`src/gcra_pkg.sv`:
```
`timescale 1ns / 1ps
// ----------------------------------------------------------------------------
// gcra_pkg
// Shared types and constants of the GCRA rate limiter.
// ----------------------------------------------------------------------------
package gcra_pkg;

  localparam int TIME_BITS_DEF = 64;

  localparam int QUO_W      = 36;
  localparam int RATE_W     = 32;
  localparam int NS_SEC_W   = 30;
  localparam int RETRY_NS_W = RATE_W + NS_SEC_W;

  localparam logic [QUO_W-1:0]    NS_PER_MINUTE = QUO_W'(64'd60_000_000_000);
  localparam logic [NS_SEC_W-1:0] NS_PER_SECOND = NS_SEC_W'(64'd1_000_000_000);

  typedef logic [0:0] cfg_idx_t;

  localparam cfg_idx_t REG_RPM   = 1'b0;
  localparam cfg_idx_t REG_BURST = 1'b1;

  typedef enum logic [1:0] {
    MODE_TRY     = 2'd0,
    MODE_RESERVE = 2'd1,
    MODE_NOTIFY  = 2'd2,
    MODE_QUERY   = 2'd3
  } mode_t;

endpackage

```
`src/gcra_if.sv`:
```
`timescale 1ns / 1ps
// ----------------------------------------------------------------------------
// gcra_if
// Request and response channels: valid/ready handshake with payload.
// ----------------------------------------------------------------------------
interface gcra_in_if;
  logic        valid;
  logic        ready;
  logic [1:0]  mode;
  logic [63:0] now_ns;
  logic [31:0] retry_after_s;

  modport source (output valid, mode, now_ns, retry_after_s, input ready);
  modport sink   (input valid, mode, now_ns, retry_after_s, output ready);
endinterface

interface gcra_out_if;
  logic        valid;
  logic        ready;
  logic        granted;
  logic [63:0] wait_ns;

  modport source (output valid, granted, wait_ns, input ready);
  modport sink   (input valid, granted, wait_ns, output ready);
endinterface

```
`src/gcra_cfg_calc.sv`:
```
`timescale 1ns / 1ps
// ----------------------------------------------------------------------------
// gcra_cfg_calc
// Holds the rate registers and derives emission interval and burst window
// with a bit-serial divider followed by a shift-add multiplier.
// ----------------------------------------------------------------------------
module gcra_cfg_calc #(
  parameter int TIME_BITS = gcra_pkg::TIME_BITS_DEF
) (
  input  logic                    clk,
  input  logic                    rst,
  input  logic                    cfg_we,
  input  gcra_pkg::cfg_idx_t      cfg_idx,
  input  logic [31:0]             cfg_wdata,
  output logic                    busy,
  output logic [TIME_BITS-1:0]    interval,
  output logic [TIME_BITS-1:0]    window
);
  import gcra_pkg::*;

  localparam int ACC_W     = QUO_W + RATE_W;
  localparam int DIV_STEPS = QUO_W;
  localparam int MUL_STEPS = RATE_W;
  localparam int CNT_W     = $clog2(DIV_STEPS);
  localparam logic [ACC_W-1:0] TMAX_ACC = (ACC_W'(1) << TIME_BITS) - ACC_W'(1);

  typedef enum logic [2:0] {
    S_IDLE = 3'b001,
    S_DIV  = 3'b010,
    S_MUL  = 3'b100
  } calc_state_t;

  calc_state_t        state;
  logic [RATE_W-1:0]  rpm;
  logic [RATE_W-1:0]  burst;
  logic [QUO_W-1:0]   dvd;
  logic [RATE_W-1:0]  rem;
  logic [ACC_W-1:0]   acc;
  logic [ACC_W-1:0]   mcand;
  logic [RATE_W-1:0]  mplier;
  logic [CNT_W-1:0]   cnt;

  logic [RATE_W:0]    rem_sh;
  logic               ge;
  logic [RATE_W:0]    rem_sub;
  logic [QUO_W-1:0]   dvd_next;
  logic [ACC_W-1:0]   acc_next;
  logic [RATE_W-1:0]  eff;

  assign rem_sh   = {rem, dvd[QUO_W-1]};
  assign ge       = rem_sh >= {1'b0, rpm};
  assign rem_sub  = rem_sh - {1'b0, rpm};
  assign dvd_next = {dvd[QUO_W-2:0], ge};
  assign acc_next = mplier[0] ? acc + mcand : acc;
  assign eff      = (burst != '0) ? burst : rpm;
  assign busy     = (state != S_IDLE);

  always_ff @(posedge clk) begin
    if (rst) begin
      state    <= S_IDLE;
      rpm      <= '0;
      burst    <= '0;
      interval <= '0;
      window   <= '0;
    end else if (cfg_we) begin
      unique case (cfg_idx)
        REG_RPM:   rpm   <= cfg_wdata;
        REG_BURST: burst <= cfg_wdata;
      endcase
      state <= S_DIV;
    end else begin
      unique case (state)
        S_IDLE: ;
        S_DIV: begin
          if (cnt == CNT_W'(DIV_STEPS - 1)) begin
            interval <= (rpm == '0) ? '0 : TIME_BITS'(dvd_next);
            state    <= S_MUL;
          end
        end
        S_MUL: begin
          if (cnt == CNT_W'(MUL_STEPS - 1)) begin
            window <= (acc_next > TMAX_ACC) ? '1 : acc_next[TIME_BITS-1:0];
            state  <= S_IDLE;
          end
        end
        default: state <= S_IDLE;
      endcase
    end
  end

  // datapath of the serial units
  always_ff @(posedge clk) begin
    if (cfg_we) begin
      dvd <= NS_PER_MINUTE;
      rem <= '0;
      cnt <= '0;
    end else if (state == S_DIV) begin
      dvd <= dvd_next;
      rem <= ge ? rem_sub[RATE_W-1:0] : rem_sh[RATE_W-1:0];
      if (cnt == CNT_W'(DIV_STEPS - 1)) begin
        cnt    <= '0;
        acc    <= '0;
        mcand  <= (rpm == '0) ? '0 : ACC_W'(dvd_next);
        mplier <= eff;
      end else begin
        cnt <= cnt + 1'b1;
      end
    end else if (state == S_MUL) begin
      acc    <= acc_next;
      mcand  <= mcand << 1;
      mplier <= mplier >> 1;
      cnt    <= cnt + 1'b1;
    end
  end

endmodule

```
`src/gcra_rate_limiter.sv`:
```
`timescale 1ns / 1ps
// ----------------------------------------------------------------------------
// gcra_rate_limiter
// GCRA limiter: try, reserve, notify and query against a theoretical arrival
// time and a server block barrier.
// ----------------------------------------------------------------------------
// A request passes the input register, then the result register, whose valid
// drives the response.
// Throughput: one request per cycle unless the response stalls or a rate is
// being recomputed. A config write keeps ready low through the 36-step divide
// and 32-step multiply and clears the arrival time at once.
// Reset clears valids, rates and timing state; rate 0 means limiting is off.
// ----------------------------------------------------------------------------
module gcra_rate_limiter #(
  parameter int TIME_BITS = gcra_pkg::TIME_BITS_DEF
) (
  input  logic               clk,
  input  logic               rst,
  gcra_in_if.sink            req,
  gcra_out_if.source         rsp,
  input  logic               cfg_we,
  input  gcra_pkg::cfg_idx_t cfg_idx,
  input  logic [31:0]        cfg_wdata
);
  import gcra_pkg::*;

  localparam logic [63:0] TMAX64 = {64{1'b1}} >> (64 - TIME_BITS);

  typedef logic [TIME_BITS-1:0] tm_t;

  function automatic tm_t sat_add(tm_t a, tm_t b);
    logic [TIME_BITS:0] s;
    s = {1'b0, a} + {1'b0, b};
    return s[TIME_BITS] ? '1 : s[TIME_BITS-1:0];
  endfunction

  function automatic tm_t max_t(tm_t a, tm_t b);
    return (a > b) ? a : b;
  endfunction

  logic busy;
  tm_t  interval;
  tm_t  window;

  gcra_cfg_calc #(.TIME_BITS(TIME_BITS)) u_calc (
    .clk      (clk),
    .rst      (rst),
    .cfg_we   (cfg_we),
    .cfg_idx  (cfg_idx),
    .cfg_wdata(cfg_wdata),
    .busy     (busy),
    .interval (interval),
    .window   (window)
  );

  tm_t arrival_time;
  tm_t block_barrier;

  // input register
  logic                  s1_valid;
  mode_t                 s1_mode;
  tm_t                   s1_now;
  logic [RETRY_NS_W-1:0] s1_retry_ns;
  logic                  s1_adv;

  // result register
  logic                  out_valid;
  logic                  out_granted;
  logic [63:0]           out_wait;

  assign s1_adv    = s1_valid && (!out_valid || rsp.ready);
  assign req.ready = !busy && (!s1_valid || s1_adv);

  always_ff @(posedge clk) begin
    if (rst) begin
      s1_valid <= 1'b0;
    end else if (req.valid && req.ready) begin
      s1_valid <= 1'b1;
    end else if (s1_adv) begin
      s1_valid <= 1'b0;
    end
  end

  always_ff @(posedge clk) begin
    if (req.valid && req.ready) begin
      s1_mode     <= mode_t'(req.mode);
      s1_now      <= req.now_ns[TIME_BITS-1:0];
      s1_retry_ns <= RETRY_NS_W'(req.retry_after_s) * RETRY_NS_W'(NS_PER_SECOND);
    end
  end

  // decision logic
  tm_t   at;
  logic  blocked;
  tm_t   new_tat;
  tm_t   due;
  tm_t   slot_wait;
  tm_t   limit;
  tm_t   retry_sat;
  tm_t   bar_end;
  logic  limiting;

  logic  granted_next;
  tm_t   wait_next;
  logic  tat_we;
  logic  bar_we;

  always_comb begin
    limiting  = (interval != '0);
    blocked   = s1_now < block_barrier;
    at        = max_t(s1_now, block_barrier);
    new_tat   = sat_add(max_t(arrival_time, at), interval);
    due       = (new_tat > window) ? new_tat - window : '0;
    slot_wait = max_t(due, at) - s1_now;
    limit     = sat_add(s1_now, window);
    retry_sat = (64'(s1_retry_ns) > TMAX64) ? '1 : TIME_BITS'(s1_retry_ns);
    bar_end   = sat_add(s1_now, retry_sat);

    granted_next = 1'b0;
    wait_next    = '0;
    tat_we       = 1'b0;
    bar_we       = 1'b0;
    case (s1_mode)
      MODE_TRY: begin
        if (!limiting) begin
          granted_next = 1'b1;
        end else if (!blocked && new_tat <= limit) begin
          granted_next = 1'b1;
          tat_we       = 1'b1;
        end
      end
      MODE_RESERVE: begin
        granted_next = 1'b1;
        if (limiting) begin
          tat_we    = 1'b1;
          wait_next = slot_wait;
        end
      end
      MODE_NOTIFY: begin
        bar_we = bar_end > block_barrier;
      end
      MODE_QUERY: begin
        if (limiting) begin
          wait_next = blocked ? block_barrier - s1_now : slot_wait;
        end
      end
      default: ;
    endcase
  end

  always_ff @(posedge clk) begin
    if (rst) begin
      arrival_time  <= '0;
      block_barrier <= '0;
    end else begin
      if (cfg_we) begin
        arrival_time <= '0;
      end else if (s1_adv && tat_we) begin
        arrival_time <= new_tat;
      end
      if (s1_adv && bar_we) begin
        block_barrier <= bar_end;
      end
    end
  end

  always_ff @(posedge clk) begin
    if (rst) begin
      out_valid <= 1'b0;
    end else if (s1_adv) begin
      out_valid <= 1'b1;
    end else if (rsp.ready) begin
      out_valid <= 1'b0;
    end
  end

  always_ff @(posedge clk) begin
    if (s1_adv) begin
      out_granted <= granted_next;
      out_wait    <= 64'(wait_next);
    end
  end

  assign rsp.valid   = out_valid;
  assign rsp.granted = out_granted;
  assign rsp.wait_ns = out_wait;

  a_busy_no_accept: assert property (@(posedge clk) disable iff (rst)
    busy |-> !req.ready)
    else $error("request accepted while rate is being recomputed");

  a_cfg_clears_tat: assert property (@(posedge clk) disable iff (rst)
    cfg_we |=> arrival_time == '0)
    else $error("arrival time not cleared by config write");

  a_barrier_monotonic: assert property (@(posedge clk) disable iff (rst)
    !rst |=> block_barrier >= $past(block_barrier))
    else $error("block barrier moved earlier");

  a_no_grant_notify: assert property (@(posedge clk) disable iff (rst)
    s1_adv && s1_mode == MODE_NOTIFY |=> !out_granted && out_wait == '0)
    else $error("notify produced a grant or a wait");

endmodule
```
`src/flat_wrapper.sv`:
```
// flat-port wrapper written by rule: the top's interface ports become plain ports
module gcra_rate_limiter_flat import gcra_pkg::*;
#(
  parameter int TIME_BITS = gcra_pkg::TIME_BITS_DEF
)
  (clk, rst, cfg_we, cfg_idx, cfg_wdata, req_valid, req_mode, req_now_ns, req_retry_after_s, req_ready, rsp_valid, rsp_granted, rsp_wait_ns, rsp_ready);
  gcra_in_if req_i ();
  gcra_out_if rsp_i ();
  input  logic clk;
  input  logic rst;
  input  logic cfg_we;
  input  gcra_pkg::cfg_idx_t cfg_idx;
  input  logic [31:0] cfg_wdata;
  input wire logic [$bits(req_i.valid)-1:0] req_valid;
  input wire logic [$bits(req_i.mode)-1:0] req_mode;
  input wire logic [$bits(req_i.now_ns)-1:0] req_now_ns;
  input wire logic [$bits(req_i.retry_after_s)-1:0] req_retry_after_s;
  output wire logic [$bits(req_i.ready)-1:0] req_ready;
  output wire logic [$bits(rsp_i.valid)-1:0] rsp_valid;
  output wire logic [$bits(rsp_i.granted)-1:0] rsp_granted;
  output wire logic [$bits(rsp_i.wait_ns)-1:0] rsp_wait_ns;
  input wire logic [$bits(rsp_i.ready)-1:0] rsp_ready;
  assign req_i.valid = req_valid;
  assign req_i.mode = req_mode;
  assign req_i.now_ns = req_now_ns;
  assign req_i.retry_after_s = req_retry_after_s;
  assign req_ready = req_i.ready;
  assign rsp_valid = rsp_i.valid;
  assign rsp_granted = rsp_i.granted;
  assign rsp_wait_ns = rsp_i.wait_ns;
  assign rsp_i.ready = rsp_ready;
  gcra_rate_limiter #(.TIME_BITS(TIME_BITS)) u_core (.clk(clk), .rst(rst), .req(req_i), .rsp(rsp_i), .cfg_we(cfg_we), .cfg_idx(cfg_idx), .cfg_wdata(cfg_wdata));
endmodule
```
`config.mk`:
```
export PLATFORM = sky130hd
export DESIGN_NAME = gcra_rate_limiter_flat
export DESIGN_NICKNAME = d
export VERILOG_FILES = /design/src/gcra_pkg.sv /design/src/gcra_if.sv /design/src/gcra_cfg_calc.sv /design/src/gcra_rate_limiter.sv /design/src/flat_wrapper.sv
export SDC_FILE = /design/constraint.sdc
export NUM_CORES = 2
export LEC_CHECK = 0
export BUFFER_PORTS_ARGS = -buffer_cell sky130_fd_sc_hd__buf_2
export CAP_MARGIN = 20
export CELL_PAD_IN_SITES_DETAIL_PLACEMENT = 1
export CELL_PAD_IN_SITES_GLOBAL_PLACEMENT = 2
export CORE_UTILIZATION = 43
export DETAILED_ROUTE_END_ITERATION = 10
export GPL_TIMING_DRIVEN = 1
export PLACE_DENSITY_LB_ADDON = 0.1
export SLEW_MARGIN = 20
export SYNTH_ARGS = -nofsm -noshare
export SYNTH_HDL_FRONTEND = slang
export SYNTH_SLANG_ARGS = --single-unit
```
`constraint.sdc`:
```
create_clock -name clk -period 36.5 [get_ports clk]
set_clock_uncertainty 0.2 [all_clocks]
set_input_delay 1.825 -clock clk [delete_from_list [all_inputs] [get_ports clk]]
set_output_delay 1.825 -clock clk [all_outputs]
set_load 0.01 [all_outputs]
```
# After elaboration in Yosys (flattened, before gate mapping)
# Index checks and enable logic that the tools add are counted.
# word_totals
register_bits	751
in_bits	136
output_inout_bits	67
wordCells	128
# classes
addsub	9
n_mul	1
n_lt_le_gt_ge	9
eq_ne	14
n_mux	44
bitwise_logic	3
reduce_logical	27
# op_table
op	n
2-to-1 mux 64 bit	11
2-to-1 mux 68 bit	7
greater-than comparator 64 bit	5
subtractor 64 bit	3
2-to-1 mux 32 bit	5
adder 64 x 64 -> 65 bit	2
case mux 64 bit (2 select lines)	1
2-to-1 mux 36 bit	2
adder 68 bit	1
greater-than comparator 68 x 64 -> 1 bit, second input constant	1
adder 64 x 62 -> 65 bit	1
<= comparator 64 bit	1
< comparator 64 bit	1
nonzero test 64 bit	1
multiplier 32 x 21 -> 53 bit, second input constant	1
greater-or-equal comparator 33 x 32 -> 1 bit	1
zero test 32 bit	1
nonzero test 32 bit	1
subtractor 32 bit	1
2-to-1 mux 6 bit	3
AND reduction 3 bit	5
2-to-1 mux 1 bit	9
case mux 3 bit (3 select lines)	1
adder 6 x 1 -> 6 bit, second input constant	1
21 further kinds	41

# Depth between registers and ports, before layout
# logic_depth
depth_word	14
depth_mapped	99
depth_no_buf	85

# By module
# From an unflattened synthesis, not the netlist that was laid out.
# hier_totals
cells_unflattened	8973
hier_area_um2	75412.3
# by_module_without_submodules
mod	instances	cells_per_inst	area_each_um2	seq_area_each_um2
gcra_rate_limiter	1	6413	52992.1	8127.8
gcra_cfg_calc	1	2560	22420.3	9869.5

# Worst setup path before layout
# OpenSTA, ideal clock, no wires.
# synth_path
kind	reg2reg
from	register u_core.s1_now[63]
to	register u_core.out_wait[62] (netlist: u_core.rsp.wait_ns[62]) (data pin)
setup_time_ns	0.262
arrival_time_ns	19.211
required_ns	36.038
slack_ns	16.827
path_stages_with_launch	90
n_path_buf	18
synth_period_minus_slack_ns	19.673
cell_sequence	edfxtp_1 -> clkbuf_1 -> clkinv_1 -> ha_1 -> nand4_1 -> nor4_1 -> nand2_1 -> o211ai_1 -> a21o_1 -> nand2b_4 -> buf_6 -> buf_2 -> buf_2 -> buf_1 -> clkbuf_1 -> buf_2 -> buf_1 -> a21oi_1 -> (+54 left out) -> buf_2 -> buf_1 -> a21oi_1 -> ha_1 -> a21o_1 -> a221oi_1 -> o21ai_0 -> a221o_1 -> o21ai_0 -> nor3b_1 -> o2111ai_1 -> o21a_1 -> o21ai_0 -> a221oi_1 -> a21oi_1 -> or2_2 -> xnor2_1 -> o22ai_1
# synth_between
elab_chain_len	14
word_cells_on_any_way	17
classes_between	3 x add/sub; 5 x order compare; 9 x mux
# synth_lines
element	line	rtl
start, declared	gcra_rate_limiter.sv:62	tm_t s1_now;
start signal, assigned	gcra_rate_limiter.sv:87	s1_now <= req.now_ns[TIME_BITS-1:0];
greater-than comparator 64 bit	gcra_rate_limiter.sv:38	return (a > b) ? a : b;
2-to-1 mux 64 bit (*)	gcra_rate_limiter.sv:38	
greater-than comparator 64 bit	gcra_rate_limiter.sv:38	
2-to-1 mux 64 bit (*)	gcra_rate_limiter.sv:38	
adder 64 x 64 -> 65 bit (*)	gcra_rate_limiter.sv:33	s = {1'b0, a} + {1'b0, b};
2-to-1 mux 64 bit (*)	gcra_rate_limiter.sv:34	return s[TIME_BITS] ? '1 : s[TIME_BITS-1:0];
named net u_core.new_tat[14]	gcra_rate_limiter.sv:95	tm_t new_tat;
subtractor 64 bit or greater-than comparator 64 bit (tied branches)	gcra_rate_limiter.sv:113	due = (new_tat > window) ? new_tat - window : '0;
2-to-1 mux 64 bit (*)	gcra_rate_limiter.sv:113	
greater-than comparator 64 bit	gcra_rate_limiter.sv:38	
2-to-1 mux 64 bit (*)	gcra_rate_limiter.sv:38	
subtractor 64 bit (*)	gcra_rate_limiter.sv:114	slot_wait = max_t(due, at) - s1_now;
2-to-1 mux 64 bit	gcra_rate_limiter.sv:144	wait_next = blocked ? block_barrier - s1_now : slot_wait;
2-to-1 mux 64 bit	gcra_rate_limiter.sv:143	if (limiting) begin
case mux 64 bit (2 select lines) (*)	gcra_rate_limiter.sv:123	case (s1_mode)
named net u_core.wait_next[62]	gcra_rate_limiter.sv:104	tm_t wait_next;
end signal, assigned	gcra_rate_limiter.sv:180	out_wait <= 64'(wait_next);
end, declared	gcra_rate_limiter.sv:69	logic [63:0] out_wait;
# Mark *: on every way through the listed nets, which the timed path passes. The rest lies on a longest branch.
# A chain may end at the register's enable or synchronous reset.

# Worst setup path after layout
# Ends and elaborated chain as after synthesis.

==> results.ini <==
[setup_path]
reg2reg_slack_ns = 10.77
crit_buf_inv = 6
r2r-end = u_core.rsp.wait_ns[62]
cp-start-kind = flop
r2r-start = u_core.s1_now[63]
endpoint_kind = flop
crit_fanout = 82
critPathKind = flop to flop
ff2ff_path_depth = 77
arrival_ns = 26.01
critPathMaxStageDelay_ns = 0.87
required_ns = 36.78
crit_family = compound AO/OA/AOI/OAI gates
crit_slowest_cell = o21ai_1

[clocking]
ctsLongestPathBuffers = 3
clk_pin_slew_ns = 0.07
cts.sinks = 723
ctsRootBufferMaster = clkbuf_16
insertion_delay_ns = 0.77
ctsResizeCount = 0
cts-hold-fix-buffers = 0
cts_buffers = 94
cts_tree = done
post_cts_buffers = 0
h-tree-depth = 3

[grt]
busiest_layer = met2
grt.total_usage_pct = 32.5
grt_max_degree = 83
grtUsageMet3_pct = 3.52
grt_overflow = 0
antenna_found_initial = 11
grt_pass1_vias = 67800
grt_pass1_wl_um = 418000
grt_util_met1_pct = 37.9
grtUsageMet2_pct = 57.1

[layout]
drive_gt1_share_pct = 6.02
final_util_pct = 47.2
final_cells = 10900
areaGrowthSynthToFinish_pct = 8.87
fin_nets = 10100

[power]
power_density_nw_per_um2 = 79.7
p_leak_nw = 35.2
power_mw = 6.28
ir_drop_mv = 0.131

[placement]
portBuffers = 202
gp_congestion = 0.977
dp_hpwl_um = 227000
placed_cells = 10800
dp_worst_setup_slack_ns = 11.08

[die]
die_area_um2 = 170000
fp.dieW_um = 412
io_pins = 203
coreArea_um2 = 167000
start_util_pct = 43.3
row_count = 150
die_h_um = 412

[logic_synthesis]
synth_area_um2 = 72400
syn_avg_cell_area_um2 = 8.41
synth_top_flop_cell = dfxtp_1
ys_ff_latch = 723
ys_seq_area_share_pct = 24.8
yosys.area.top_type = ha_1
synth_top_area_share_pct = 16.6
synthTopCellsByArea = ha_1, edfxtp_1, dfxtp_1
synth_cell_type_count = 96
syn_inst = 8609
ys_warn_count = 0
synth_edf_count = 352
synth_fp_nets = 10000
synth-async-reset-ratio_pct = 0

[worst_hold_path]
whs_path_depth = 2
hold_class = flop to flop
hold_start = u_core.u_calc.dvd[1]
holdPathEnd = u_core.u_calc.dvd[2]

[run]
drv_cap = 0

[sta]
tightest_slew_ns = 1.07
period_minus_slack_ns = 25.73
drv_slew = 0
hold_viol = 0
fmax_mhz = 38.9
rsz0062_at_grt = false
setup_tns_ns = 0
setup_violations = 0
slew_headroom_pct = 28.1
setup_ws_ns = 10.77
min_period_over_period_pct = 70.5

[detailed_routing]
viasPerCell = 5.90
drc = 0
ant_nets = 0
drt-wirelength-per-cell_um = 25.6
vias = 64500
finalWirelength_um = 280000
first_pass_iters = 5
drtIter0Drc = 3782

[run_status]
status = finished clean

worst max-delay path by stage:
| stage | from | end | slack, ns | cells past startpoint |
|---|---|---|---|---|
| floorplan | u_core.s1_now[63] | u_core.rsp.wait_ns[62] | 16.83 | 89 |
| global route | u_core.s1_now[63] | u_core.rsp.wait_ns[62] | 9.05 | 73 |
| detailed placement | u_core.s1_now[63] | u_core.rsp.wait_ns[62] | 11.08 | 76 |
| CTS | u_core.s1_now[59] | u_core.rsp.wait_ns[62] | 10.98 | 76 |
| global placement | u_core.s1_now[59] | u_core.rsp.wait_ns[62] | 11.34 | 75 |
| finish | u_core.s1_now[63] | u_core.rsp.wait_ns[62] | 10.77 | 77 |
registers in the layout, indices dropped and copies added (netlist names), 2 cells and up:
register / cells
u_core.u_calc.mcand: 68
u_core.u_calc.rem: 32
u_core.u_calc.mplier: 32
u_core.arrival_time: 64
u_core.u_calc.rpm: 32
u_core.u_calc.acc: 68
u_core.s1_now: 64
u_core.s1_retry_ns: 53
u_core.u_calc.dvd: 36
u_core.s1_mode: 2
u_core.u_calc.burst: 32
u_core.u_calc.cnt: 6
u_core.block_barrier: 64
u_core.u_calc.state: 3
u_core.u_calc.interval: 36
u_core.u_calc.window: 64
u_core.rsp.wait_ns: 64
cells in the final DEF (no fill, tap or decap), types with 19 or more instances in the layout:
cell / count
a31oi_1: 131
nand4_1: 138
dfxtp_1: 371
nand2_1: 782
and4_1: 22
edfxtp_1: 352
nand3_1: 147
and2_1: 79
inv_1: 695
and3_1: 63
xor2_1: 156
buf_4: 75
clkbuf_16: 97
a211oi_1: 53
xnor2_1: 313
fa_1: 320
a21o_1: 361
nand2b_1: 89
o21ai_0: 530
nor4_1: 47
nor2_1: 754
o211ai_1: 31
buf_2: 201
mux2i_1: 102
nor2b_1: 84
o31ai_1: 30
or3_1: 35
nor3_1: 95
a21oi_1: 1011
o21a_1: 78
or2_2: 24
a311oi_1: 53
a41oi_1: 19
o21bai_1: 75
clkbuf_1: 20
ha_1: 963
cells by family (layout without fill, tap and decap cells):
family / after synthesis / after routing / synth area share [%]
AND/OR/NAND/NOR: 2411 / 2411 / 15.3
adder cells (fa/ha/maj): 1283 / 1283 / 25.5
buffers and inverters: 1036 / 1154 / 5.44
flip-flops: 723 / 723 / 24.8
other: 0 / 1 / 0
XOR/XNOR: 470 / 470 / 5.68
multiplexers: 111 / 111 / 1.57
AO/OA/AOI/OAI: 2575 / 2575 / 21.7
power by group:
group          switching, mW  internal, mW  total, mW  leakage, nW
Sequential            0.0760          1.06       1.14         6.25
Clock                  0.419         0.569      0.988         1.59
Combinational           2.51          1.65       4.16         27.4
Total                   3.00          3.28       6.28         35.2
worst register-to-register path, delay by kind of cell, from the launching register on:
kind,cells,cell delay [ns]
mux,3,1.87
xor+xnor,2,0.33
simple gates,27,7.66
flops,1,0.53
buf+inv,6,3.15
fa+ha+maj,6,2.26
compound gates,33,9.46
layer usage:
layer / up-vias / wire [µm]
met5: - / 34
met4: 6 / 18700
met3: 581 / 10100
met2: 1318 / 137000
met1: 31900 / 114000
li1: 30700 / -
metrics by stage:
step,cell area [µm²],hold WS (ns)
after floorplan,72400,0.245
after global placement,75500,0.254
after detailed placement,75600,0.266
after CTS,78800,0.272
after global routing,78800,0.295
final,78900,0.269
area by class of cell:
| type | count | area (µm²) |
|---|---|---|
| Fill cell | 19800 | 88400 |
| Multi-Input combinational cell | 6850 | 50600 |
| Sequential cell | 723 | 18000 |
| Tap cell | 2204 | 2760 |
| Clock buffer | 133 | 2720 |
| Inverter | 699 | 2630 |
| Timing Repair Buffer | 277 | 1580 |
| Clock inverter | 45 | 547 |
| Antenna cell | 1 | 2.50 |
cells in the mapped netlist, drive strengths merged, types with 9 or more instances:
cell / n
a41oi: 19
a21oi: 1012
or2: 26
and2: 80
o21ai: 537
or3: 37
nand3: 147
o31a: 12
xnor2: 314
nor2b: 85
a221oi: 18
nand4: 138
a311oi: 53
nor3b: 12
nand2b: 91
nor2: 757
and3: 63
xor2: 156
a2111oi: 19
fa: 320
a21o: 362
o211ai: 32
edfxtp: 352
o21bai: 75
a211o: 17
ha: 963
a31oi: 132
nor3: 96
mux2i: 102
buf: 58
clkbuf: 279
and4: 22
a31o: 13
a221o: 12
a21boi: 12
mux2: 9
a211oi: 54
nand2: 787
o21a: 78
o31ai: 31
nor4: 52
dfxtp: 371
inv: 697
Power figures use the tool's default switching activity.
